--- src/design/ssi_pkg.sv ---
// ----------------------------------------------------------------------------
// ssi_pkg
// Shared widths, payload structs and register codes for the segment / sphere
// intersection block.
// ----------------------------------------------------------------------------
package ssi_pkg;

	localparam int COORD_W    = 32;
	localparam int FRAC_BITS  = 16;
	localparam int RADIUS_W   = COORD_W - 1;
	localparam int RADIUS_RST = 1 << FRAC_BITS;

	localparam int DELTA_W = COORD_W + 1;       // new - old, old - center
	localparam int SQ_W    = 2 * COORD_W;       // one squared delta
	localparam int A_W     = SQ_W + 2;          // d.d
	localparam int H_W     = SQ_W + 3;          // d.w and w.w - r*r, signed
	localparam int HALF_W  = A_W / 2;           // limb of the wide multiply
	localparam int WIDE_W  = 2 * A_W;           // H*H and A*C magnitudes
	localparam int DISC_W  = WIDE_W + 2;        // signed discriminant
	localparam int RAD_W   = 2 * SQ_W;          // non-negative discriminant
	localparam int ROOT_W  = SQ_W;              // floor(sqrt(D))
	localparam int REM_W   = ROOT_W + 4;        // sqrt partial remainder
	localparam int NUM_W   = H_W + 2;           // -H +/- S
	localparam int P_W     = A_W + COORD_W;     // num * |d|
	localparam int Q_W     = COORD_W + 1;       // quotient bits
	localparam int DREM_W  = A_W + 1;           // divider partial remainder

	localparam int SQRT_CELLS = ROOT_W;
	localparam int DIV_CELLS  = Q_W;
	localparam int REG_IDX_W  = 2;

	typedef logic signed [COORD_W-1:0] coord_t;
	typedef logic signed [DELTA_W-1:0] delta_t;

	typedef struct packed {
		coord_t new_x;
		coord_t new_y;
		coord_t new_z;
		coord_t old_x;
		coord_t old_y;
		coord_t old_z;
	} in_t;

	typedef struct packed {
		coord_t point_x;
		coord_t point_y;
		coord_t point_z;
		logic   hit;
	} out_t;

	typedef enum logic [REG_IDX_W-1:0] {
		REG_CENTER_X = 2'd0,
		REG_CENTER_Y = 2'd1,
		REG_CENTER_Z = 2'd2,
		REG_RADIUS   = 2'd3
	} reg_idx_t;

	// travels beside the square root chain
	typedef struct packed {
		logic                    ok;
		logic [A_W-1:0]          a;
		logic signed [H_W-1:0]   h;
		coord_t [2:0]            old;
		delta_t [2:0]            d;
	} sq_side_t;

	typedef struct packed {
		logic [REM_W-1:0]  rem;
		logic [ROOT_W-1:0] root;
		logic [RAD_W-1:0]  rad;
	} sq_data_t;

	// travels beside the divider chain
	typedef struct packed {
		logic           hit;
		logic [A_W-1:0] a;
		coord_t [2:0]   old;
		delta_t [2:0]   d;
	} div_side_t;

	typedef struct packed {
		logic [DREM_W-1:0] rem;
		logic [Q_W-1:0]    quo;
	} div_lane_t;

endpackage

--- src/design/ssi_div_cell.sv ---
// ----------------------------------------------------------------------------
// ssi_div_cell
// One quotient bit of a restoring divide, three axes side by side.
// ----------------------------------------------------------------------------
module ssi_div_cell (
	input  logic                      clk,
	input  logic                      arst_n,
	input  logic                      adv,
	input  logic                      v_in,
	input  ssi_pkg::div_side_t        side_in,
	input  ssi_pkg::div_lane_t [2:0]  lane_in,
	output logic                      v_out,
	output ssi_pkg::div_side_t        side_out,
	output ssi_pkg::div_lane_t [2:0]  lane_out
);
	import ssi_pkg::*;

	div_lane_t [2:0] nxt;
	logic            v_s1;
	div_side_t       side_s1;
	div_lane_t [2:0] lane_s1;

	always_comb begin
		logic [DREM_W-1:0] r2;
		logic [DREM_W-1:0] dv;
		logic              ge;
		dv = DREM_W'(side_in.a);
		for (int i = 0; i < 3; i++) begin
			r2 = {lane_in[i].rem[DREM_W-2:0], lane_in[i].quo[Q_W-1]};
			ge = (r2 >= dv);
			nxt[i].rem = ge ? (r2 - dv) : r2;
			nxt[i].quo = {lane_in[i].quo[Q_W-2:0], ge};
		end
	end

	always_ff @(posedge clk or negedge arst_n) begin
		if (!arst_n) begin
			v_s1 <= 1'b0;
		end else if (adv) begin
			v_s1 <= v_in;
		end
	end

	always_ff @(posedge clk) begin
		if (adv) begin
			side_s1 <= side_in;
			lane_s1 <= nxt;
		end
	end

	assign v_out    = v_s1;
	assign side_out = side_s1;
	assign lane_out = lane_s1;

endmodule

--- config.mk ---
export PLATFORM = sky130hd
export DESIGN_NAME = ssi_div_cell
export DESIGN_NICKNAME = d
export VERILOG_FILES = /design/src/design/ssi_pkg.sv /design/src/design/ssi_div_cell.sv
export SDC_FILE = /design/constraint.sdc
export NUM_CORES = 1
export LEC_CHECK = 0
export BUFFER_PORTS_ARGS = -buffer_cell sky130_fd_sc_hd__buf_2
export CAP_MARGIN = 5
export CORE_AREA = 5 5 437 439
export CTS_CLUSTER_SIZE = 24
export DETAILED_ROUTE_END_ITERATION = 10
export DIE_AREA = 0 0 442 444
export PLACE_DENSITY_LB_ADDON = 0.2
export SYNTH_ARGS = -nofsm -noshare
export SYNTH_HDL_FRONTEND = slang
export SYNTH_SLANG_ARGS = --single-unit
--- constraint.sdc ---
create_clock -name clk -period 2.1 [get_ports clk]
set_input_delay 0.21 -clock clk [delete_from_list [all_inputs] [get_ports clk]]
set_output_delay 0.21 -clock clk [all_outputs]
set_load 0.05 [all_outputs]
[After elaboration in Yosys (flattened, before gate mapping)]
Cells that the tools add are included.
Operators by class
  $add $sub $neg: 3
  magnitude comparators: 3
  muxes and demuxes: 3
Operators by type and width (count)
  67-bit by 66-bit >= comparator with 1-bit output: 3
  67-bit two-way mux: 3
  67-bit by 66-bit subtractor with 67-bit output: 3
Storage, ports and cells
  register bits: 563
  input port bits: 566
  output and inout bits: 563

[Depth between registers and ports, before layout]
Gate-level depths: netlist of run 1.
  depth in word-level cells: 2
  mapped depth: 16
  depth with buffers taken out: 14

[Worst setup path before layout of run 1]
OpenSTA, ideal clock, no wires.
  path kind: input port to flip-flop
  start: input lane_in[32] (netlist bit)
  end: register lane_s1, in the netlist lane_out[93] (data pin)
  data arrival time: 3.026 ns
  path slack: -1.184 ns
  stages on the path: 14
  path buffers: 0
  cells stage by stage: inv_1 > ha_1 > inv_1 > fa_1 > a211oi_1 > o21bai_1 > a21oi_1 > o21ai_1 > a211o_1 > a31oi_1 > o21ai_1 > a31o_2 > a2111o_1 > o221a_2
RTL lines
  from (decl): line ssi_div_cell.sv:11  | input ssi_pkg::div_lane_t [2:0] lane_in,
  to (signal assigned): line ssi_div_cell.sv:47  | lane_s1 <= nxt;
  to (decl): line ssi_div_cell.sv:21  | div_lane_t [2:0] lane_s1;

==> run metrics, run 1 <==
status=finished, violations left; failing checks=negative setup slack; Synth area leader=edfxtp_1; cell family with most CP delay=buffers and inverters; FF-to-FF End=v_out; VDD IR max=0.000593 V; CTS tree=built; final setup fails=204; crit-path max FO=5; clock insertion delay at the later pin of the skew report=0.69 ns; DP Cell Count=7417; CP endpoint=lane_out[277]; drt pass-1 iters=5; core area=0.187 sq mm; crit path kind=input port to flop; Top FF cell, synth=edfxtp_1; Port Buffers=1125; vias in the first global route=35300; CP cell instances=buf_2 -> inv_2 -> ha_4 -> nand2_2 -> buf_6 -> nor3_4 -> a2111oi_4 -> buf_4 -> a2111oi_4 -> buf_4 -> o31ai_4 -> buf_12 -> a31oi_4 -> a31oi_4 -> o211ai_4 -> buf_12 -> buf_16 -> buf_12 -> mux2_4; Gate Count Post-Synth=2879; Layout Nets=6360; Avg Vias per Cell=4.13; crit end category=flop; top post-synthesis cells by area=edfxtp_1 54%, ha_1 7.9%, a21oi_1 4.4%; worst min-delay path category=input port to flop; # rows=159; CP Launch Type=input port; Post-Place Cell Area=0.0484 sq mm; cell area after layout=0.0581 sq mm; Detailed Route Iter0 Violations=1676; initial antenna violation count=58; largest net degree at the start of global routing=62; GRT Total Usage=0.190; period utilization=1.44; Hold Startpoint=lane_in[33]; final hold violation count=0; Critical Path AT=3.45 ns; CTS sink cnt=563; gr ovfl total=0; first-pass GRT wire length=266000 um; leakage power=25.6 nW; sequential share of the synthesized area=0.540; clk_skew=0 ns; setup_tns=-129.77 ns; syn avg cell area=10.9 sq um; Yosys warnings=0; Initial Util=0.168; Hold Slack=0.0838 ns; CTS Root Cell=clkbuf_16; filler instances=19600; CTS H-tree lvls=3; internal reg-to-reg setup slack=1.35 ns; DRC=0; routability cong.=0.887; I/O pins=1129; die area=0.196 sq mm; Routed Antenna Nets=0; Async S/R FF share, synth=0.00178; routed via count=33700; Setup WS post-layout=-0.914 ns; crit path time final=3.01 ns; cell depth of the worst flop-to-flop path=1; most common cell in the netlist=edfxtp_1; Finished Layout Cells=8161; CP Buf/Inv Count=9; fraction of layout cells with a size suffix above 1=0.453; Slew headroom=0.557; Power per Cell Area=771 mW/mm^2; Die Y=444 um; Worst Path Required=2.54 ns; CP most frequent cell=buf_12; # Max-Cap Violations=0; Pwr Total=44.8 mW; synth cell count leaders=562 x edfxtp_1, 318 x nand2_1, 275 x a21oi_1; Yosys cell types=71; Cell Area, Synth=0.0313 sq mm; CP startpoint=side_in[205]; Longest Clk Path Bufs=3; syn nets=3646; worst-margin pin slew=0.664 ns; FF-to-FF Start=v_out; Chip Width=442 um; post-DR wirelength/cell=23.9 um; Peak Freq=332 MHz; Levels on crit path=19; Final Max Tran Viols=0; detailed placement HPWL=159000 um; Post-Route WL=195000 um; EDFF count, synth=562; #FFs+latches synth=563; RSZ-0062 raised after global routing=true; synthesis-to-finish area growth=85.5%; CP max-delay cell=a2111oi_4; CP max stage delay=0.37 ns; Clock transition at path regs=0.06 ns; post-synth top area share=0.539; TritonCTS buffer count=76
-- metal layers --
| metal | global-route usage | vias up | wire [um] |
|---|---|---|---|
| li1 | - | 16200 | - |
| met1 | 0.199 | 16200 | 71700 |
| met2 | 0.373 | 996 | 107000 |
| met3 | 0.0321 | 289 | 7630 |
| met4 | 0.0755 | 8 | 9070 |
| met5 | 0 | - | 54 |
-- cell type report --
cell class | instances | area, sq um | share of cell area
Antenna cell | 14 | 35.0 | 0.000603
Clock buffer | 92 | 1960 | 0.0338
Clock inverter | 45 | 647 | 0.0111
Inverter | 141 | 614 | 0.0106
Multi-Input combinational cell | 2054 | 14700 | 0.253
Sequential cell | 563 | 16900 | 0.291
Tap cell | 2495 | 3120 | 0.0538
Timing Repair Buffer | 2757 | 20100 | 0.346
-- worst min-delay path, cell delays in order --
cell and delay (ns):
buf_2 0.10, dlymetal6s4s_1 0.23, mux2_4 0.16
-- stage by stage --
step | worst slack, ns | utilization
floorplan | -0.936 | -
global placement | -2.87 | 0.259
detailed placement | -2.80 | 0.259
CTS | -0.949 | 0.307
global route | -0.970 | 0.311
finish | -0.914 | 0.311
-- registers in the layout, summed over array words and instances, names as in the netlist --
name / count
lane_out: 300
v_out: 1
side_out: 262
-- cells in the final DEF, fill, tap and decap left out, drive strengths merged, types with 12 or more instances in the layout --
cell type,synthesis,routed
inv,141,138
and3,21,21
a221oi,14,14
nand2,318,318
o21bai,46,46
dlygate4sd3,0,559
and2,15,15
nand2b,22,22
a2111oi,13,13
a21oi,275,275
o31ai,21,21
clkbuf,88,95
a211oi,20,20
buf,33,2194
a31oi,37,37
o211ai,12,12
nand3,38,38
a21o,112,112
nor2,177,177
nand4,67,67
xnor2,106,106
nor3,40,40
mux2,29,29
o21a,16,16
clkinv,0,26
diode,0,14
nor2b,21,21
a21boi,12,12
ha,198,198
edfxtp,562,562
xor2,71,71
o21ai,250,250
-- worst min path at each step --
stage,endpoint,slack [ns],cells after the start
after floorplan,v_out,-0.09,0
after global routing,lane_out[82],0.04,4
after global placement,v_out,-0.02,1
final,lane_out[34],0.08,3
after CTS,lane_out[234],-0.21,2
after detailed placement,v_out,-0.01,1
-- power breakdown --
| group | leakage, nW | total (mW) | switching [mW] | internal (mW) |
|---|---|---|---|---|
| Sequential | 5.51 | 14.4 | 0.466 | 13.9 |
| Combinational | 18.8 | 16.5 | 10.4 | 6.12 |
| Clock | 1.25 | 13.9 | 5.81 | 8.13 |
| Total | 25.6 | 44.8 | 16.6 | 28.1 |
-- repair_timing --
| item | CTS | global route |
|---|---|---|
| endpoints found under the hold margin | 568 | 2 |
| pin swaps | 39 | 28 |
| setup endpoints to repair | 204 | 204 |
| setup buffers | 19 | 16 |
| gates resized for setup | 122 | 92 |
| gates cloned | 4 | 3 |
| hold buffers | 558 | 2 |
-- kinds of logic after synthesis --
kind of cell	share of synthesized area
DFF	0.540
AOI/OAI and AO/OA	0.175
and+or+nand+nor	0.110
muxes	0.0114
xor gates and xnor gates	0.0495
adders and majority gates	0.0811
buffers and inverters	0.0331
No activity file was read; power rests on OpenSTA's default activity.
==> run 2, diff against run 1 <==
==> constraint.sdc (replaced) <==
create_clock -name clk -period 3.5 [get_ports clk]
set_input_delay 0.35 -clock clk [delete_from_list [all_inputs] [get_ports clk]]
set_output_delay 0.35 -clock clk [all_outputs]
set_load 0.05 [all_outputs]
==> run 2 against run 1 <==
  * Power is 42% lower
  * Count of clock-buffer cells in the layout is 1 lower
  * Wire length is 5.3% lower
  * Hold slack worse by 0.020 ns
  * Critical endpoint is now lane_out[93]
  * Clock power is 42% lower
  * Sequential power is 40% lower
  * Sequential share of layout area is 2.2 points higher
  * The flow still finishes with violations (negative setup slack)
  * Die area stayed put
==> run metrics, run 2 (synthesis gave the netlist of run 1 again) <==
status=finished, violations left; failing checks=negative setup slack; Pint=16.1 mW; clk_skew=0 ns; FF-to-FF End=v_out; CP Buf/Inv Count=2; final core utilization=0.289; Final Max Tran Viols=0; DP Cell Count=7141; crit path kind=input port to flop; max FFs per register=300; cell area after layout=0.0540 sq mm; Post-Place Cell Area=0.0456 sq mm; Initial Util=0.168; CP Launch Type=input port; Setup WS post-layout=-0.00685 ns; sw frac=0.376; Layout Nets=6037; TritonCTS buffer count=76; combinational share of power=0.352; Pwr Total=25.8 mW; post-place setup slack=-0.831 ns; hold-critical path depth=3; Hold Startpoint=lane_in[285]; Longest Clk Path Bufs=3; drt pass-1 iters=6; worst-margin pin slew=0.696 ns; clock share of power=0.315; final setup fails=1; CTS tree=built; CTS Root Cell=clkbuf_16; crit end category=flop; internal reg-to-reg setup slack=2.76 ns; FF-to-FF Start=v_out; Seq pwr share=0.333; # rows=159; Slew headroom=0.530; largest net degree at the start of global routing=69; worst min-delay path category=input port to flop; clock insertion delay at the later pin of the skew report=0.69 ns; period utilization=1.00; met2 track demand over resource=0.353; initial antenna violation count=46; detailed placement HPWL=154000 um; I/O pins=1129; CP cell instances=dlygate4sd3_1 -> buf_2 -> ha_1 -> a21oi_1 -> o211ai_1 -> a221o_1 -> a211o_1 -> a31oi_4 -> o21ai_1 -> a31o_2 -> a2111o_1 -> o221a_2; most common cell after layout, fill and taps aside=buf_2; first-pass GRT wire length=252000 um; CP max-delay cell=dlygate4sd3_1; Hold EP=lane_out[286]; routability cong.=0.898; Chip Width=442 um; gr ovfl total=0; Peak Freq=285 MHz; CTS sink cnt=563; core area=0.187 sq mm; Clock transition at path regs=0.06 ns; Power per Cell Area=478 mW/mm^2; Routed Antenna Nets=0; Avg Vias per Cell=4.11; fraction of layout cells with a size suffix above 1=0.392; synthesis-to-finish area growth=72.5%; Post-Route WL=185000 um; die area=0.196 sq mm; crit-path max FO=7; CTS H-tree lvls=3; met3 usage=0.0369; cell depth of the worst flop-to-flop path=1; CP max stage delay=0.59 ns; Port Buffers=1125; leakage power=23.7 nW; most frequent cells in the layout=1124 x buf_2, 741 x buf_4, 562 x edfxtp_1; GR peak layer=met2; vias in the first global route=33600; VDD IR max=0.000392 V; Detailed Route Iter0 Violations=1649; final hold violation count=0; Critical Path AT=3.97 ns; switching power=9.69 mW; GR Layer Usage met1=0.181; Finished Layout Cells=7845; post-DR wirelength/cell=23.6 um; cell family with most CP delay=compound AO/OA/AOI/OAI gates; Die Y=444 um; GRT Total Usage=0.179; # Max-Cap Violations=0; routed via count=32200; crit path time final=3.51 ns; DRC=0; Worst Path Required=3.96 ns
[run 2: cell types whose count changed in the layout (fill, tap and decap cells not counted), sizes merged]
cell and delta:
dlymetal6s4s -1, buf -297, dlygate4sd3 -24, clkinvlp -4, bufinv -4, clkbuf -2, inv +4, clkinv +8
diode +4
[run 2: final cells by class]
type	instances	area, sq um
inverter	141	533
fill	19700	133000
tap	2495	3120
clock buffer	91	1980
sequential	563	16900
multi-input combinational	2054	13600
timing repair buffer	2434	17200
clock inverter	49	569
antenna	18	45.0
[run 2: worst max-delay path by stage]
stage                               end         start  slack [ns]  cells past startpoint
after global placement     lane_out[93]  side_in[195]       -0.81                     15
after global routing       lane_out[85]  side_in[255]       -0.08                     15
after detailed placement  lane_out[289]  lane_in[232]       -0.83                     16
after floorplan            lane_out[93]   lane_in[32]        0.08                     14
after CTS                 lane_out[287]  lane_in[279]       0.005                     17
final                      lane_out[93]   lane_in[53]      -0.007                     12
[run 2: power by group through the flow]
stage / Combinational [mW] / Clock (mW) / Sequential (mW)
after floorplan: 2.27 / 0 / 11.2
after global placement: 8.53 / 0 / 8.74
after detailed placement: 8.51 / 0 / 8.74
after CTS: 9.08 / 8.49 / 8.61
after global routing: 9.62 / 8.70 / 8.66
final: 9.06 / 8.12 / 8.60
[run 2: repair_timing]
item                                    CTS  global route
resized for setup                         2            63
cloned                                    0             3
setup buffers                             0             8
endpoints found under the setup margin    4           178
hold endpoints to repair                534             0
hold buffers                            535             0
pin swaps                                 0             9
[run 2: metal layers]
layer  wire, um  vias up  share of wire
li1           -    15600              -
met1      66000    15400           0.36
met2     102000      945           0.55
met3       8580      270          0.046
met4       8640        8          0.047
met5         67        -        0.00036
[run 2: stage by stage]
stage	setup TNS (ns)	hold slack [ns]
floorplan	0	0.0544
global placement	-85.82	0.125
detailed placement	-93.70	0.125
CTS	0	0.00228
global route	-1.08	0.0135
finish	-0.00685	0.0636
==> run 3, diff against run 2 <==
--- a/config.mk
+++ b/config.mk
@@ -12,6 +12,7 @@
 export DETAILED_ROUTE_END_ITERATION = 10
 export DIE_AREA = 0 0 442 444
 export PLACE_DENSITY_LB_ADDON = 0.2
+export RECOVER_POWER = 25
 export SYNTH_ARGS = -nofsm -noshare
 export SYNTH_HDL_FRONTEND = slang
 export SYNTH_SLANG_ARGS = --single-unit
==> run 3 against run 2 <==
  * The flow finishes with violations (max-capacitance violations, max-slew violations, negative setup slack)
  * Combinational power barely moved
  * Sequential share of layout area rose by 0.085 points
  * Sequential power barely moved
  * Critical endpoint unchanged
  * Largest cell class unchanged
  * Highest routed layer unchanged
==> run metrics, run 3 (synthesis gave the netlist of run 1 again) <==
Post-Place Cell Area=0.0456 sq mm; most common cell after layout, fill and taps aside=buf_2; CP cell instances=dlygate4sd3_1 -> buf_2 -> ha_1 -> a21oi_1 -> o211ai_1 -> a221o_1 -> a211o_1 -> a31oi_4 -> o21ai_1 -> a31o_2 -> a2111o_1 -> o221a_2; final hold violation count=0; Hold Startpoint=lane_in[285]; worst min-delay path category=input port to flop; Critical Path AT=4.00 ns; Pint=16.1 mW; worst-margin pin slew=2.01 ns; crit-path max FO=7; DRC=0; CTS H-tree lvls=3; CP Launch Type=input port; gr ovfl total=0; status=finished, violations left; CP Buf/Inv Count=2; FF-to-FF Start=v_out; Routed Antenna Nets=0; final setup fails=1; crit path kind=input port to flop; detailed placement HPWL=154000 um; Detailed Route Iter0 Violations=1618; VDD IR max=0.000392 V; first-pass GRT wire length=252000 um; GRT Total Usage=0.179; synthesis-to-finish area growth=72.0%; combinational share of power=0.351; # Max-Cap Violations=2; Die Y=444 um; sw frac=0.376; fraction of layout cells with a size suffix above 1=0.377; initial antenna violation count=47; Final Max Tran Viols=76; period utilization=1.01; CP max stage delay=0.59 ns; core area=0.187 sq mm; clk_skew=0 ns; vias in the first global route=33600; Peak Freq=283 MHz; Slew headroom=-0.340; drt pass-1 iters=6; Pwr Total=25.8 mW; clock insertion delay at the later pin of the skew report=0.69 ns; Layout Nets=6037; Worst Path Required=3.96 ns; Clock transition at path regs=0.06 ns; Hold Slack=0.0636 ns; internal reg-to-reg setup slack=2.76 ns; die area=0.196 sq mm; # rows=159; post-place setup slack=-0.831 ns; Power per Cell Area=479 mW/mm^2; switching power=9.69 mW; Post-Route WL=185000 um; crit path time final=3.54 ns; max FFs per register=300; CTS tree=built; I/O pins=1129; crit end category=flop; Avg Vias per Cell=4.11; leakage power=23.5 nW; final core utilization=0.288; cell family with most CP delay=compound AO/OA/AOI/OAI gates; routed via count=32200; most frequent cells in the layout=1044 x buf_2, 739 x buf_4, 562 x edfxtp_1; routability cong.=0.898; Initial Util=0.168; largest net degree at the start of global routing=69; CTS Root Cell=clkbuf_16; clock share of power=0.315; post-DR wirelength/cell=23.6 um; Setup WS post-layout=-0.0373 ns; Chip Width=442 um; CTS sink cnt=563; CP max-delay cell=dlygate4sd3_1; cell area after layout=0.0538 sq mm; TritonCTS buffer count=76; failing checks=max-capacitance violations, max-slew violations, negative setup slack; CP startpoint=lane_in[53]; Port Buffers=1125; Longest Clk Path Bufs=3; Seq pwr share=0.334
-- run 3: cell count changes in the layout (fill, tap and decap cells not counted), sizes merged --
cell    change
diode       -3
clkbuf     +85
buf        -85
-- run 3: through the flow --
step	setup TNS, ns	instances
finish	-0.0373	7842
global route	-1.10	7838
CTS	0	7816
detailed placement	-93.70	7141
global placement	-85.82	7141
floorplan	0	2879
-- run 3: layer usage --
metal / track usage / up-vias / wire, um
met1: 0.181 / 15400 / 65900
met5: 0 / - / 67
met3: 0.0369 / 286 / 8520
met2: 0.353 / 979 / 101000
met4: 0.0723 / 8 / 8790
li1: - / 15600 / -
-- run 3: power by group through the flow --
stage          clock network (mW)  registers [mW]  logic [mW]
4_1_cts                      8.49            8.61        9.08
3_3_place_gp                    0            8.74        8.53
3_5_place_dp                    0            8.74        8.51
6_report                     8.12            8.60        9.05
2_1_floorplan                   0            11.2        2.27
5_1_grt                      8.70            8.66        9.60
-- run 3: area by class of cell --
class / count / area [sq um]
inverters: 141 / 533
multi-input cells: 2054 / 13600
well taps: 2495 / 3120
diodes: 15 / 37.5
repair buffers: 2434 / 17000
fillers: 19800 / 133000
flip-flops and latches: 563 / 16900
clock buffers: 91 / 1980
clock inverters: 49 / 569
-- run 3: worst paths after layout --
path,end,cells after the start
worst max-delay path,lane_out[93],12
min in group asynchronous,v_out,3
worst min register to register,v_out,1
worst max register to register,v_out,1
max in group asynchronous,v_out,3
worst min-delay path,lane_out[286],3
-- run 3: what timing repair did --
item                                   in CTS  in global routing
endpoints found under the hold margin     534                  0
gates resized for setup                     2                 63
hold buffers                              535                  0
pin swaps                                   0                  9
setup buffers                               0                  8
setup endpoints to repair                   4                178
gates cloned                                0                  3
