File: src/design/ssi_pkg.sv
// ----------------------------------------------------------------------------
// ssi_pkg
// Shared widths, payload structs and register codes for the segment / sphere
// intersection block.
// ----------------------------------------------------------------------------
package ssi_pkg;

	localparam int COORD_W    = 32;
	localparam int FRAC_BITS  = 16;
	localparam int RADIUS_W   = COORD_W - 1;
	localparam int RADIUS_RST = 1 << FRAC_BITS;

	localparam int DELTA_W = COORD_W + 1;       // new - old, old - center
	localparam int SQ_W    = 2 * COORD_W;       // one squared delta
	localparam int A_W     = SQ_W + 2;          // d.d
	localparam int H_W     = SQ_W + 3;          // d.w and w.w - r*r, signed
	localparam int HALF_W  = A_W / 2;           // limb of the wide multiply
	localparam int WIDE_W  = 2 * A_W;           // H*H and A*C magnitudes
	localparam int DISC_W  = WIDE_W + 2;        // signed discriminant
	localparam int RAD_W   = 2 * SQ_W;          // non-negative discriminant
	localparam int ROOT_W  = SQ_W;              // floor(sqrt(D))
	localparam int REM_W   = ROOT_W + 4;        // sqrt partial remainder
	localparam int NUM_W   = H_W + 2;           // -H +/- S
	localparam int P_W     = A_W + COORD_W;     // num * |d|
	localparam int Q_W     = COORD_W + 1;       // quotient bits
	localparam int DREM_W  = A_W + 1;           // divider partial remainder

	localparam int SQRT_CELLS = ROOT_W;
	localparam int DIV_CELLS  = Q_W;
	localparam int REG_IDX_W  = 2;

	typedef logic signed [COORD_W-1:0] coord_t;
	typedef logic signed [DELTA_W-1:0] delta_t;

	typedef struct packed {
		coord_t new_x;
		coord_t new_y;
		coord_t new_z;
		coord_t old_x;
		coord_t old_y;
		coord_t old_z;
	} in_t;

	typedef struct packed {
		coord_t point_x;
		coord_t point_y;
		coord_t point_z;
		logic   hit;
	} out_t;

	typedef enum logic [REG_IDX_W-1:0] {
		REG_CENTER_X = 2'd0,
		REG_CENTER_Y = 2'd1,
		REG_CENTER_Z = 2'd2,
		REG_RADIUS   = 2'd3
	} reg_idx_t;

	// travels beside the square root chain
	typedef struct packed {
		logic                    ok;
		logic [A_W-1:0]          a;
		logic signed [H_W-1:0]   h;
		coord_t [2:0]            old;
		delta_t [2:0]            d;
	} sq_side_t;

	typedef struct packed {
		logic [REM_W-1:0]  rem;
		logic [ROOT_W-1:0] root;
		logic [RAD_W-1:0]  rad;
	} sq_data_t;

	// travels beside the divider chain
	typedef struct packed {
		logic           hit;
		logic [A_W-1:0] a;
		coord_t [2:0]   old;
		delta_t [2:0]   d;
	} div_side_t;

	typedef struct packed {
		logic [DREM_W-1:0] rem;
		logic [Q_W-1:0]    quo;
	} div_lane_t;

endpackage

File: src/design/ssi_sqrt_cell.sv
// ----------------------------------------------------------------------------
// ssi_sqrt_cell
// One bit of a digit-by-digit integer square root; passes its sideband along.
// ----------------------------------------------------------------------------
module ssi_sqrt_cell (
	input  logic              clk,
	input  logic              arst_n,
	input  logic              adv,
	input  logic              v_in,
	input  ssi_pkg::sq_side_t side_in,
	input  ssi_pkg::sq_data_t dat_in,
	output logic              v_out,
	output ssi_pkg::sq_side_t side_out,
	output ssi_pkg::sq_data_t dat_out
);
	import ssi_pkg::*;

	logic [REM_W-1:0] r4;
	logic [REM_W-1:0] trial;
	logic             ge;
	sq_data_t         nxt;
	logic             v_s1;
	sq_side_t         side_s1;
	sq_data_t         dat_s1;

	always_comb begin
		r4      = {dat_in.rem[REM_W-3:0], dat_in.rad[RAD_W-1 -: 2]};
		trial   = REM_W'({dat_in.root, 2'b01});
		ge      = (r4 >= trial);
		nxt.rem  = ge ? (r4 - trial) : r4;
		nxt.root = {dat_in.root[ROOT_W-2:0], ge};
		nxt.rad  = {dat_in.rad[RAD_W-3:0], 2'b00};
	end

	always_ff @(posedge clk or negedge arst_n) begin
		if (!arst_n) begin
			v_s1 <= 1'b0;
		end else if (adv) begin
			v_s1 <= v_in;
		end
	end

	always_ff @(posedge clk) begin
		if (adv) begin
			side_s1 <= side_in;
			dat_s1  <= nxt;
		end
	end

	assign v_out    = v_s1;
	assign side_out = side_s1;
	assign dat_out  = dat_s1;

endmodule

File: config.mk
export PLATFORM = sky130hd
export DESIGN_NAME = ssi_sqrt_cell
export DESIGN_NICKNAME = d
export VERILOG_FILES = /design/src/design/ssi_pkg.sv /design/src/design/ssi_sqrt_cell.sv
export SDC_FILE = /design/constraint.sdc
export NUM_CORES = 1
export LEC_CHECK = 0
export BUFFER_PORTS_ARGS = -buffer_cell sky130_fd_sc_hd__buf_2
export CORE_AREA = 5 5 460 462
export CTS_CLUSTER_DIAMETER = 120
export DETAILED_ROUTE_END_ITERATION = 16
export DIE_AREA = 0 0 465 467
export SYNTH_ARGS = -nofsm -noshare
export SYNTH_HDL_FRONTEND = slang
export SYNTH_SLANG_ARGS = --single-unit
export TNS_END_PERCENT = 5
File: constraint.sdc
create_clock -name clk -period 0.8 [get_ports clk]
set_clock_uncertainty 0.05 [all_clocks]
set_input_delay 0.04 -clock clk [delete_from_list [all_inputs] [get_ports clk]]
set_output_delay 0.04 -clock clk [all_outputs]
set_load 0.01 [all_outputs]
; ---- Word-level counts from Yosys, hierarchy flattened
; Index checks and enable logic that the tools add are counted.
[word_totals]
ff_bits = 588
input_bits = 593
output_inout_bits = 590
word_cells = 16
[classes]
n_addsub = 1
order_cmp = 1
n_mux = 1
[op_table]
columns = operator, count
row1 = 68-bit by 66-bit greater-or-equal comparator with 1-bit output, 1
row2 = 68-bit two-way mux, 1
row3 = 68-bit by 66-bit subtractor with 68-bit output, 1

; ---- Depth between registers and ports, before layout
; Gate-level depths: netlist of run 1.
[depth]
ltp_word = 2
ltp_mapped = 14
ltp_nobuf = 12

; ---- Worst setup path after synthesis of run 1
; No wires, ideal clock.
[synth_path]
kind = input-to-reg
start = input port dat_in[151] (netlist name)
end = register dat_s1, in the netlist dat_out[254], data pin
setup_ps = 267
arrival_ps = 2396
required_ps = 483
path_slack_ps = -1913
stages = 12
n_path_buf = 1
cell_sequence = inv_1 -> ha_1 -> buf_6 -> a21o_1 -> o21bai_1 -> a41o_1 -> a221o_1 -> a31o_4 -> a41oi_4 -> o31ai_4 -> a2111oi_2 -> nor3_1
[synth_rtl]
columns = item, line
row1 = "start, declared", ssi_sqrt_cell.sv:11  ; input ssi_pkg::sq_data_t dat_in,
row2 = "end signal, assigned", ssi_sqrt_cell.sv:46  ; dat_s1 <= nxt;
row3 = "end, declared", ssi_sqrt_cell.sv:24  ; sq_data_t dat_s1;

==> results of run 1 <==
[registers in the layout (all words and copies together) (netlist names)]
signal / flops
v_out: 1
dat_out: 258
side_out: 329
[final timing paths]
check	startpoint	to	slack [ps]	cells after the start
setup / recovery	dat_in[137]	dat_out[193]$_DFFE_PP_	-1470	17
hold / removal	dat_in[128]	dat_out[129]$_DFFE_PP_	-530	1
setup reg to reg	v_out$_DFFE_PN0P_	v_out$_DFFE_PN0P_	0	1
hold reg to reg	v_out$_DFFE_PN0P_	v_out$_DFFE_PN0P_	470	1
max in group asynchronous	arst_n	v_out$_DFFE_PN0P_	80	3
min in group asynchronous	arst_n	v_out$_DFFE_PN0P_	520	3
[layout make-up]
| class | count | area, µm² | area share, % |
|---|---|---|---|
| repair buffers | 2539 | 19980 | 39.52 |
| diodes | 75 | 187.7 | 0.3712 |
| inverters | 83 | 355.3 | 0.7028 |
| clock inverters | 54 | 716.9 | 1.418 |
| clock buffers | 85 | 1914 | 3.786 |
| repair inverters | 1 | 8.758 | 0.01732 |
| multi-input cells | 726 | 6361 | 12.58 |
| flip-flops and latches | 588 | 17650 | 34.91 |
| well taps | 2704 | 3383 | 6.691 |
[stage by stage]
stage	setup slack [ps]	utilization, %	area, µm²	TNS (ps)
3_5_place_dp	-2575	17.16	35470	-316080
6_report	-1466	24.47	50560	-427900
5_1_grt	-1535	24.42	50450	-465570
3_3_place_gp	-2594	17.16	35470	-310150
2_1_floorplan	-1657	-	23170	-110100
4_1_cts	-1374	23.59	48750	-456260
[cells in the mapped netlist, types with 4 or more instances]
| cell | count |
|---|---|
| o31ai_1 | 4 |
| nor2_1 | 93 |
| a21oi_1 | 129 |
| o21bai_1 | 22 |
| o211ai_1 | 4 |
| clkbuf_1 | 28 |
| a21boi_0 | 6 |
| inv_1 | 82 |
| o21ai_0 | 61 |
| and2_1 | 5 |
| nor4_1 | 4 |
| a21o_1 | 31 |
| buf_2 | 18 |
| nor2b_1 | 6 |
| buf_4 | 4 |
| ha_1 | 66 |
| a211oi_1 | 6 |
| o21a_1 | 14 |
| o21ai_1 | 4 |
| nand2_1 | 81 |
| nand2b_1 | 7 |
| nor3_1 | 15 |
| edfxtp_1 | 587 |
| nand3_1 | 13 |
| mux2_2 | 4 |
| nand4_1 | 25 |
| xor2_1 | 23 |
| a31oi_1 | 8 |
| xnor2_1 | 37 |
| or3_1 | 5 |
[what timing repair did]
action | in CTS | in global routing
gates cloned | 8 | 7
endpoints found under the hold margin | 1153 | 512
pin swaps | 49 | 65
hold buffers | 860 | 22
resized for setup | 399 | 285
setup endpoints to repair | 658 | 827
setup buffers | 34 | 28
[routing by layer]
layer / GRT usage [%] / wire, µm / vias to the layer above
li1: - / - / 10740
met1: 16.01 / 63090 / 12099
met2: 31.40 / 100600 / 1233
met3: 5.948 / 16170 / 464
met4: 9.582 / 14510 / 32
met5: 0 / 209 / -
[worst max-delay path, delay by kind of cell]
kind                       cells  cell delay (ps)
AOI/OAI and AO/OA              5             1060
adders and majority gates      1              210
buffers and inverters          9             1130
and+or+nand+nor                2              300
[report_power, final]
| part | leakage [nW] | internal [mW] | switching (mW) |
|---|---|---|---|
| Combinational | 13.8 | 11.4 | 12.2 |
| Sequential | 5.76 | 37.2 | 1.18 |
| Clock | 1.24 | 20.9 | 15.8 |
| Total | 20.8 | 69.5 | 29.2 |
[cells by family (layout without fill, tap and decap cells)]
| logic type | count (synthesis) | in the layout | share of synthesized area [%] |
|---|---|---|---|
| flip-flops | 588 | 588 | 77.01 |
| AO/OA/AOI/OAI | 326 | 326 | 9.089 |
| AND/OR/NAND/NOR | 267 | 267 | 5.344 |
| buffers and inverters | 134 | 2762 | 2.402 |
| adder cells (fa/ha/maj) | 66 | 66 | 3.603 |
| XOR/XNOR | 60 | 60 | 2.293 |
| multiplexers | 5 | 5 | 0.2402 |
| other | 1 | 77 | 0.01636 |
==> metrics, run 1 <==
most common cell after layout, fill and taps aside=buf_2; clk slew on worst S/H paths=60 ps; final-report setup violation count=about 960; failing checks=antenna violations, negative hold slack, negative setup slack; Crit. End Element=register; Worst setup SP type=primary input; Yosys top cell by area=edfxtp_1; sequential share of the synthesized area=77.01%; Max Slew Vio Count=0; Placer Congestion=approximately 0.98; setup ws final=-1466 ps; Die ar.=217,200 µm²; Mapped Area=about 23,000 µm²; core box area=206,700 µm²; initial antenna violation count=154; DR pass1 iterations=5; htree depth=3; CP peak stage delay=between 300 and 400 ps; Vias/cell=3.584; Starting Density=11.09%; Mapped Cells=1,447; Clock Sinks=588; IO buf count=1,178; First DRT Iteration DRCs=roughly 1,500; first-pass GRT wire length=242.1 mm; Final Critical Period=around 2300 ps; syn_area_per_cell=15.84 µm²; top post-synthesis cells by area=edfxtp_1 (77%), ha_1 (3.6%), a21oi_1 (2.8%); worst-case clock buffer depth=3; DRT antenna net count=1; cell mode on critical path=buf_12; largest net degree at the start of global routing=35; synth unique cells=71; max_cap viols=0; commonest cells after routing, fill and taps aside=buf_2 (1,014), dlygate4sd3_1 (882), edfxtp_1 (587); Filler cells=21,736; drc violations=0; final hold vios=208; HP Class=in -> reg; vias in the first global route=25,162; GRT Util Overall=between 10% and 20%; via count=24,568; layout cell share with drive strength beyond 1=approximately 50%; Worst-Margin Slew=486.7 ps; root buffer cell=clkbuf_16; TritonCTS clock tree=yes; leakage power=20.77 nW; Most used DFF post-synth=edfxtp_1; EDFF count, synth=587; Worst Hold Slack=-527.4 ps; Worst-Skew Late Latency=680 ps; CP Class=in -> reg; Rows=167; highest clock rate=441.3 MHz; Chip Width=about 470 µm; status=complete, but fails checks; Yosys Warn Count=0; share of the synthesized area in the top cell type=approximately three quarters; Final Power=just under 100 mW; DP Wirelength=160.1 mm; largest fanout on the critical path=8; final cell count without fillers=slightly below 7,000; Routed WL=194.5 mm; crit-path cells=buf_6, inv_2, ha_4, buf_4, a21oi_4, a21bo_4, o211ai_1, buf_4, nand4_1, a32o_2, nor2_4, buf_12, clkinv_16, buf_12, buf_12, buf_16, a21oi_2; Cells after DPL=about 5,700; Power Density=1953 nW/µm²; Tcrit/Tclk final=283.3%; Post-synth ARST share=0.1701%; grt total ovfl=0; TritonCTS Buffers=between 70 and 80; slowest CP cell=a32o_2; layout net count=4,673; RSZ-0062 raised after global routing=true; worst vdd ir=1.589 mV; Die Y=467 µm; per-cell routed wire length=approximately 28 µm; Synth Register Bits=between 500 and 600; synth-to-layout area growth=120.6%; Ports=1,183; Arr. time, crit path=2770 ps; worst path required time=1310 ps; Slew headroom=roughly 67%
Power figures use the tool's default switching activity.
==> inputs of run 2 (changes only) <==
--- a/config.mk
+++ b/config.mk
@@ -10,6 +10,7 @@
 export CTS_CLUSTER_DIAMETER = 120
 export DETAILED_ROUTE_END_ITERATION = 16
 export DIE_AREA = 0 0 465 467
+export SETUP_SLACK_MARGIN = 0.3
 export SYNTH_ARGS = -nofsm -noshare
 export SYNTH_HDL_FRONTEND = slang
 export SYNTH_SLANG_ARGS = --single-unit
==> run 2 against run 1 <==
  * The flow finishes with violations (negative hold slack, negative setup slack)
  * Critical path depth up 1
  * Total power down 1.4%
  * Cell area down 7.0%
  * Clock-buffer cell count unchanged
  * Non-clock buffer count down 330
  * Via count down 5.9%
  * Register-to-register slack about the same
  * Sequential power about the same
  * First-iteration DRC count up 0.20%
  * Critical endpoint is now dat_out[211]$_DFFE_PP_
  * Largest cell class is now sequential cells
  * Highest routed layer unchanged
==> metrics, run 2 (synthesized netlist as in run 1, its figures left out) <==
Worst Hold Slack=-525.8 ps; HP Class=in -> reg; RSZ-0062 raised after global routing=true; Routed WL=191.4 mm; combinational power share=22.8%; first-pass GRT wire length=238.4 mm; Sw Pwr=just under 30 mW; Arr. time, crit path=roughly 2700 ps; setup tns final=-413,400 ps; final cell count without fillers=6,501; failing checks=negative hold slack, negative setup slack; setup ws final=-1535 ps; IO buf count=roughly 1,200; Crit. End Element=register; number of flip-flops in the largest register=329; TritonCTS Buffers=between 70 and 80; Switching Share=29.72%; initial antenna violation count=150; final hold vios=227; Final Critical Period=2335 ps; highest clock rate=428.2 MHz; final-report setup violation count=around 660; Chip Width=465 µm; per-cell routed wire length=29.43 µm; Cells after DPL=about 5,700; Internal=68.42 mW; Worst-Margin Slew=497.4 ps; drc violations=0; layout net count=4,343; GRT Util Overall=16.75%; Power Density=around 2100 nW/µm²; DR pass1 iterations=5; Max Slew Vio Count=0; leakage power=about 19 nW; Slew headroom=about two thirds; status=complete, but fails checks; Seq pwr share=between 30% and 40%; Tcrit/Tclk final=291.9%; DP Wirelength=160.1 mm; CP Class=in -> reg; Clock Sinks=just under 600; core box area=~210,000 µm²; clock network power share=a little under two fifths; Die ar.=217,200 µm²; clk slew on worst S/H paths=60 ps; Placer Congestion=between 0.9 and 1; TritonCTS clock tree=yes; DRT antenna net count=0; max_cap viols=0; Die Y=467 µm; layout cell share with drive strength beyond 1=54.22%; Worst-Skew Late Latency=670 ps; largest fanout on the critical path=5; worst path required time=1170 ps; Worst setup SP type=primary input; commonest cells after routing, fill and taps aside=buf_2 (996), edfxtp_1 (587), dlygate4sd3_1 (547); Rows=around 170; Vias/cell=~3.6; htree depth=3; Ports=around 1,200; root buffer cell=clkbuf_16; Filler cells=22,007; via count=approximately 23,000; synth-to-layout area growth=105.2%; grt total ovfl=0; worst vdd ir=1.585 mV; most common cell after layout, fill and taps aside=buf_2; largest net degree at the start of global routing=35; vias in the first global route=23,893; First DRT Iteration DRCs=about 1,500; Starting Density=around 11%; worst-case clock buffer depth=3
==> run 2: cell count changes in the layout (fill, tap and decap cells not counted), moves of 6 or more <==
cell and change:
buf_6 +13, buf_2 -18, diode_2 -24, ha_4 -8
ha_1 +6, dlygate4sd3_1 -335, buf_4 +9
==> run 2: power groups by stage <==
stage / combinational, mW / clock [mW] / sequential, mW
finish: 22.2 / 36.8 / 38.4
global route: 23.5 / 39.0 / 38.5
CTS: 22.0 / 37.9 / 38.3
detailed placement: 17.0 / 0 / 38.8
global placement: 16.9 / 0 / 38.8
floorplan: 3.77 / 0 / 40.0
==> run 2: layout make-up <==
cell class	count	area, µm²	share of cell area, %
Antenna cell	51	127.6	0.2713
Clock buffer	85	1914	4.069
Clock inverter	54	716.9	1.524
Inverter	83	339.1	0.7208
Multi-Input combinational cell	726	6098	12.96
Sequential cell	588	17650	37.52
Tap cell	2704	3383	7.192
Timing Repair Buffer	2209	16810	35.73
Timing Repair inverter	1	3.754	0.007979
==> run 2: repair_timing <==
action | in CTS | in global routing
hold buffers | 535 | 12
gates resized for setup | 505 | 153
pin swaps | 49 | 45
endpoints found under the hold margin | 1153 | 762
gates cloned | 14 | 0
setup buffers | 47 | 12
endpoints found under the setup margin | 658 | 658
==> run 2: worst paths after layout <==
check | from | endpoint | slack [ps] | depth (start not counted)
max | dat_in[128] | dat_out[211]$_DFFE_PP_ | -1540 | 18
min | dat_in[138] | dat_out[139]$_DFFE_PP_ | -530 | 1
max reg2reg | v_out$_DFFE_PN0P_ | v_out$_DFFE_PN0P_ | 0 | 1
min reg2reg | v_out$_DFFE_PN0P_ | v_out$_DFFE_PN0P_ | 470 | 1
max in group asynchronous | arst_n | v_out$_DFFE_PN0P_ | 600 | 2
min in group asynchronous | arst_n | v_out$_DFFE_PN0P_ | 10 | 2
==> run 2: worst max-delay path: stages <==
cell	delay, ps
buf_8	100
inv_4	50
ha_4	200
nor2b_4	140
o21bai_4	200
buf_6	130
a21oi_4	70
o211ai_1	210
buf_4	160
nand4_1	150
a32o_2	340
nor2_4	270
inv_8	80
buf_12	140
buf_12	130
buf_16	150
nor2_4	80
a21oi_2	40
==> run 2: metrics by stage <==
step | area, µm² | worst slack [ps] | hold WS, ps | power [mW] | utilization (%)
2_1_floorplan | 23170 | -1657 | -305.6 | 43.78 | -
3_3_place_gp | 35470 | -2594 | -214.0 | 55.70 | 17.16
3_5_place_dp | 35470 | -2575 | -210.6 | 55.74 | 17.16
4_1_cts | 46100 | -1418 | -622.0 | 98.29 | 22.31
5_1_grt | 46970 | -1563 | -600.2 | 101.1 | 22.73
6_report | 47040 | -1535 | -525.8 | 97.36 | 22.76
==> run 2: metal layers <==
layer	GRT usage (%)	wire, µm	up-vias
met5	0	251	-
met4	7.936	11420	38
met3	5.928	16050	428
met2	31.90	101400	1168
met1	15.94	62220	11422
li1	-	-	10051
==> inputs of run 3 (changes only) <==
--- a/config.mk
+++ b/config.mk
@@ -10,7 +10,9 @@
 export CTS_CLUSTER_DIAMETER = 120
 export DETAILED_ROUTE_END_ITERATION = 16
 export DIE_AREA = 0 0 465 467
+export HOLD_SLACK_MARGIN = 0.1
 export SETUP_SLACK_MARGIN = 0.3
+export SKIP_LAST_GASP = 1
 export SYNTH_ARGS = -nofsm -noshare
 export SYNTH_HDL_FRONTEND = slang
 export SYNTH_SLANG_ARGS = --single-unit
==> run 3 against run 2 <==
  * The flow still finishes with violations (negative hold slack, negative setup slack)
  * Maximum frequency increased by 2.5%
  * Total power decreased by 1.0%
  * Worst hold slack about the same
  * Flip-flop and latch count unchanged
  * Critical path type unchanged
==> metrics, run 3 (synthesized netlist as in run 1, its figures left out) <==
setup ws final=-1478 ps; layout net count=roughly 4,300; Internal=67.66 mW; Crit. End Element=register; Starting Density=11.09%; largest net degree at the start of global routing=35; IO buf count=1,178; htree depth=3; setup tns final=-414,300 ps; Max Slew Vio Count=0; final-report setup violation count=657; root buffer cell=clkbuf_16; clk slew on worst S/H paths=60 ps; Power Density=2094 nW/µm²; Final Power=96.37 mW; Routed WL=roughly 190 mm; most common cell after layout, fill and taps aside=buf_2; cell mode on critical path=buf_4; Final Instance Area=46,020 µm²; combinational power share=22.3%; Cells after DPL=between 5,000 and 6,000; CP Class=in -> reg; Chip Width=465 µm; Filler cells=22,090; initial antenna violation count=147; Rows=167; TritonCTS Buffers=between 70 and 80; RSZ-0062 raised after global routing=true; cell area after placement=35,470 µm²; DP Worst Slack=-2575 ps; via count=23,055; Arr. time, crit path=2670 ps; TritonCTS clock tree=yes; Worst-Skew Late Latency=680 ps; layout cell share with drive strength beyond 1=53.97%; Tcrit/Tclk final=284.8%; core box area=206,700 µm²; DP Wirelength=160.1 mm; worst path required time=roughly 1200 ps; slowest CP cell=nor4b_2; max_cap viols=0; worst-case clock buffer depth=3; number of flip-flops in the largest register=329; Worst-Margin Slew=469.6 ps; drc violations=0; per-cell routed wire length=about 29 µm; synth-to-layout area growth=100.8%; Worst Hold Slack=-525.4 ps; clock network power share=38.1%; Vias/cell=3.560; Switching Share=29.79%; vias in the first global route=23,675; Placer Congestion=0.9805; first-pass GRT wire length=between 200 and 250 mm; DRT antenna net count=0; largest fanout on the critical path=5; CP peak stage delay=330 ps; failing checks=negative hold slack, negative setup slack; Sw Pwr=28.71 mW; Clock Sinks=588; First DRT Iteration DRCs=1,566; HP Class=in -> reg; Ports=1,183; commonest cells after routing, fill and taps aside=buf_2 (1,131), edfxtp_1 (587), dlygate4sd3_1 (521); final cell count without fillers=6,476; grt total ovfl=0; crit-path cells=buf_8, inv_4, ha_4, buf_6, nand4_1, nor4b_2, o21ai_2, buf_6, a211oi_2, buf_4, a211oi_2, buf_4, o41ai_2, buf_4, nor2_4, xnor2_1, mux2_4; Final Critical Period=2278 ps; final hold vios=263; Seq pwr share=39.6%; Die ar.=217,200 µm²; Slew headroom=a little under 70%; GRT Util Overall=16.68%; Die Y=between 400 and 500 µm; worst vdd ir=1.547 mV; DR pass1 iterations=7; leakage power=~19 nW; highest clock rate=around 440 MHz; status=complete, but fails checks; Worst setup SP type=primary input
[run 3: cell types whose count changed in the layout (fill, tap and decap cells not counted), sizes merged]
cell and change:
buf +7, dlygate4sd3 -26, clkbuf +1, diode -7
[run 3: per-layer routing]
| layer | part of all wire [%] | wire length (µm) | track usage, % |
|---|---|---|---|
| met1 | 33 | 63010 | 15.95 |
| met2 | 52 | 99450 | 31.49 |
| met4 | 6.7 | 12850 | 8.485 |
| met5 | 0.14 | 272 | 0 |
| met3 | 7.9 | 15150 | 5.780 |
[run 3: area by class of cell]
type                       instances  area (µm²)  area share [%]
inverter                          83       346.6          0.7532
antenna                           44       110.1          0.2393
timing repair inverter             1       3.754        0.008157
sequential                       588       17650           38.36
multi-input combinational        726        6048           13.14
clock inverter                    54       716.9           1.558
timing repair buffer            2191       15840           34.43
tap                             2704        3383           7.352
clock buffer                      85        1914           4.160
[run 3: critical path: cells and delay by family]
family / cells / cell delay [ps]
adder cells (fa/ha/maj): 1 / 290
XOR/XNOR: 1 / 130
AND/OR/NAND/NOR: 3 / 470
multiplexers: 1 / 250
buffers and inverters: 7 / 870
AO/OA/AOI/OAI: 4 / 600
[run 3: per-stage QoR]
step	util, %	hold slack (ps)
detailed placement	17.16	-210.6
floorplan	-	-305.6
CTS	21.76	-622.0
global route	22.24	-599.1
global placement	17.16	-214.0
finish	22.27	-525.4
[run 3: power groups by stage]
stage	logic (mW)	registers [mW]	clock network, mW
3_3_place_gp	16.9	38.8	0
5_1_grt	22.7	38.4	39.0
6_report	21.5	38.2	36.7
4_1_cts	21.1	38.2	37.9
2_1_floorplan	3.77	40.0	0
3_5_place_dp	17.0	38.8	0
[run 3: worst paths after layout]
path | startpoint | to | slack, ps | cells past startpoint
setup reg to reg | v_out$_DFFE_PN0P_ | v_out$_DFFE_PN0P_ | 0 | 1
hold / removal | dat_in[135] | dat_out[136]$_DFFE_PP_ | -530 | 1
max in group asynchronous | arst_n | v_out$_DFFE_PN0P_ | 610 | 2
hold reg to reg | v_out$_DFFE_PN0P_ | v_out$_DFFE_PN0P_ | 470 | 1
setup / recovery | dat_in[134] | dat_out[249]$_DFFE_PP_ | -1480 | 17
min in group asynchronous | arst_n | v_out$_DFFE_PN0P_ | 10 | 2
[run 3: repair_timing]
action / 4_1_cts / 5_1_grt
hold buffers: 508 / 13
gates resized for setup: 238 / 164
cloned: 14 / 0
setup buffers: 47 / 20
hold endpoints to repair: 1175 / 1075
pin swaps: 46 / 53
setup endpoints to repair: 658 / 658
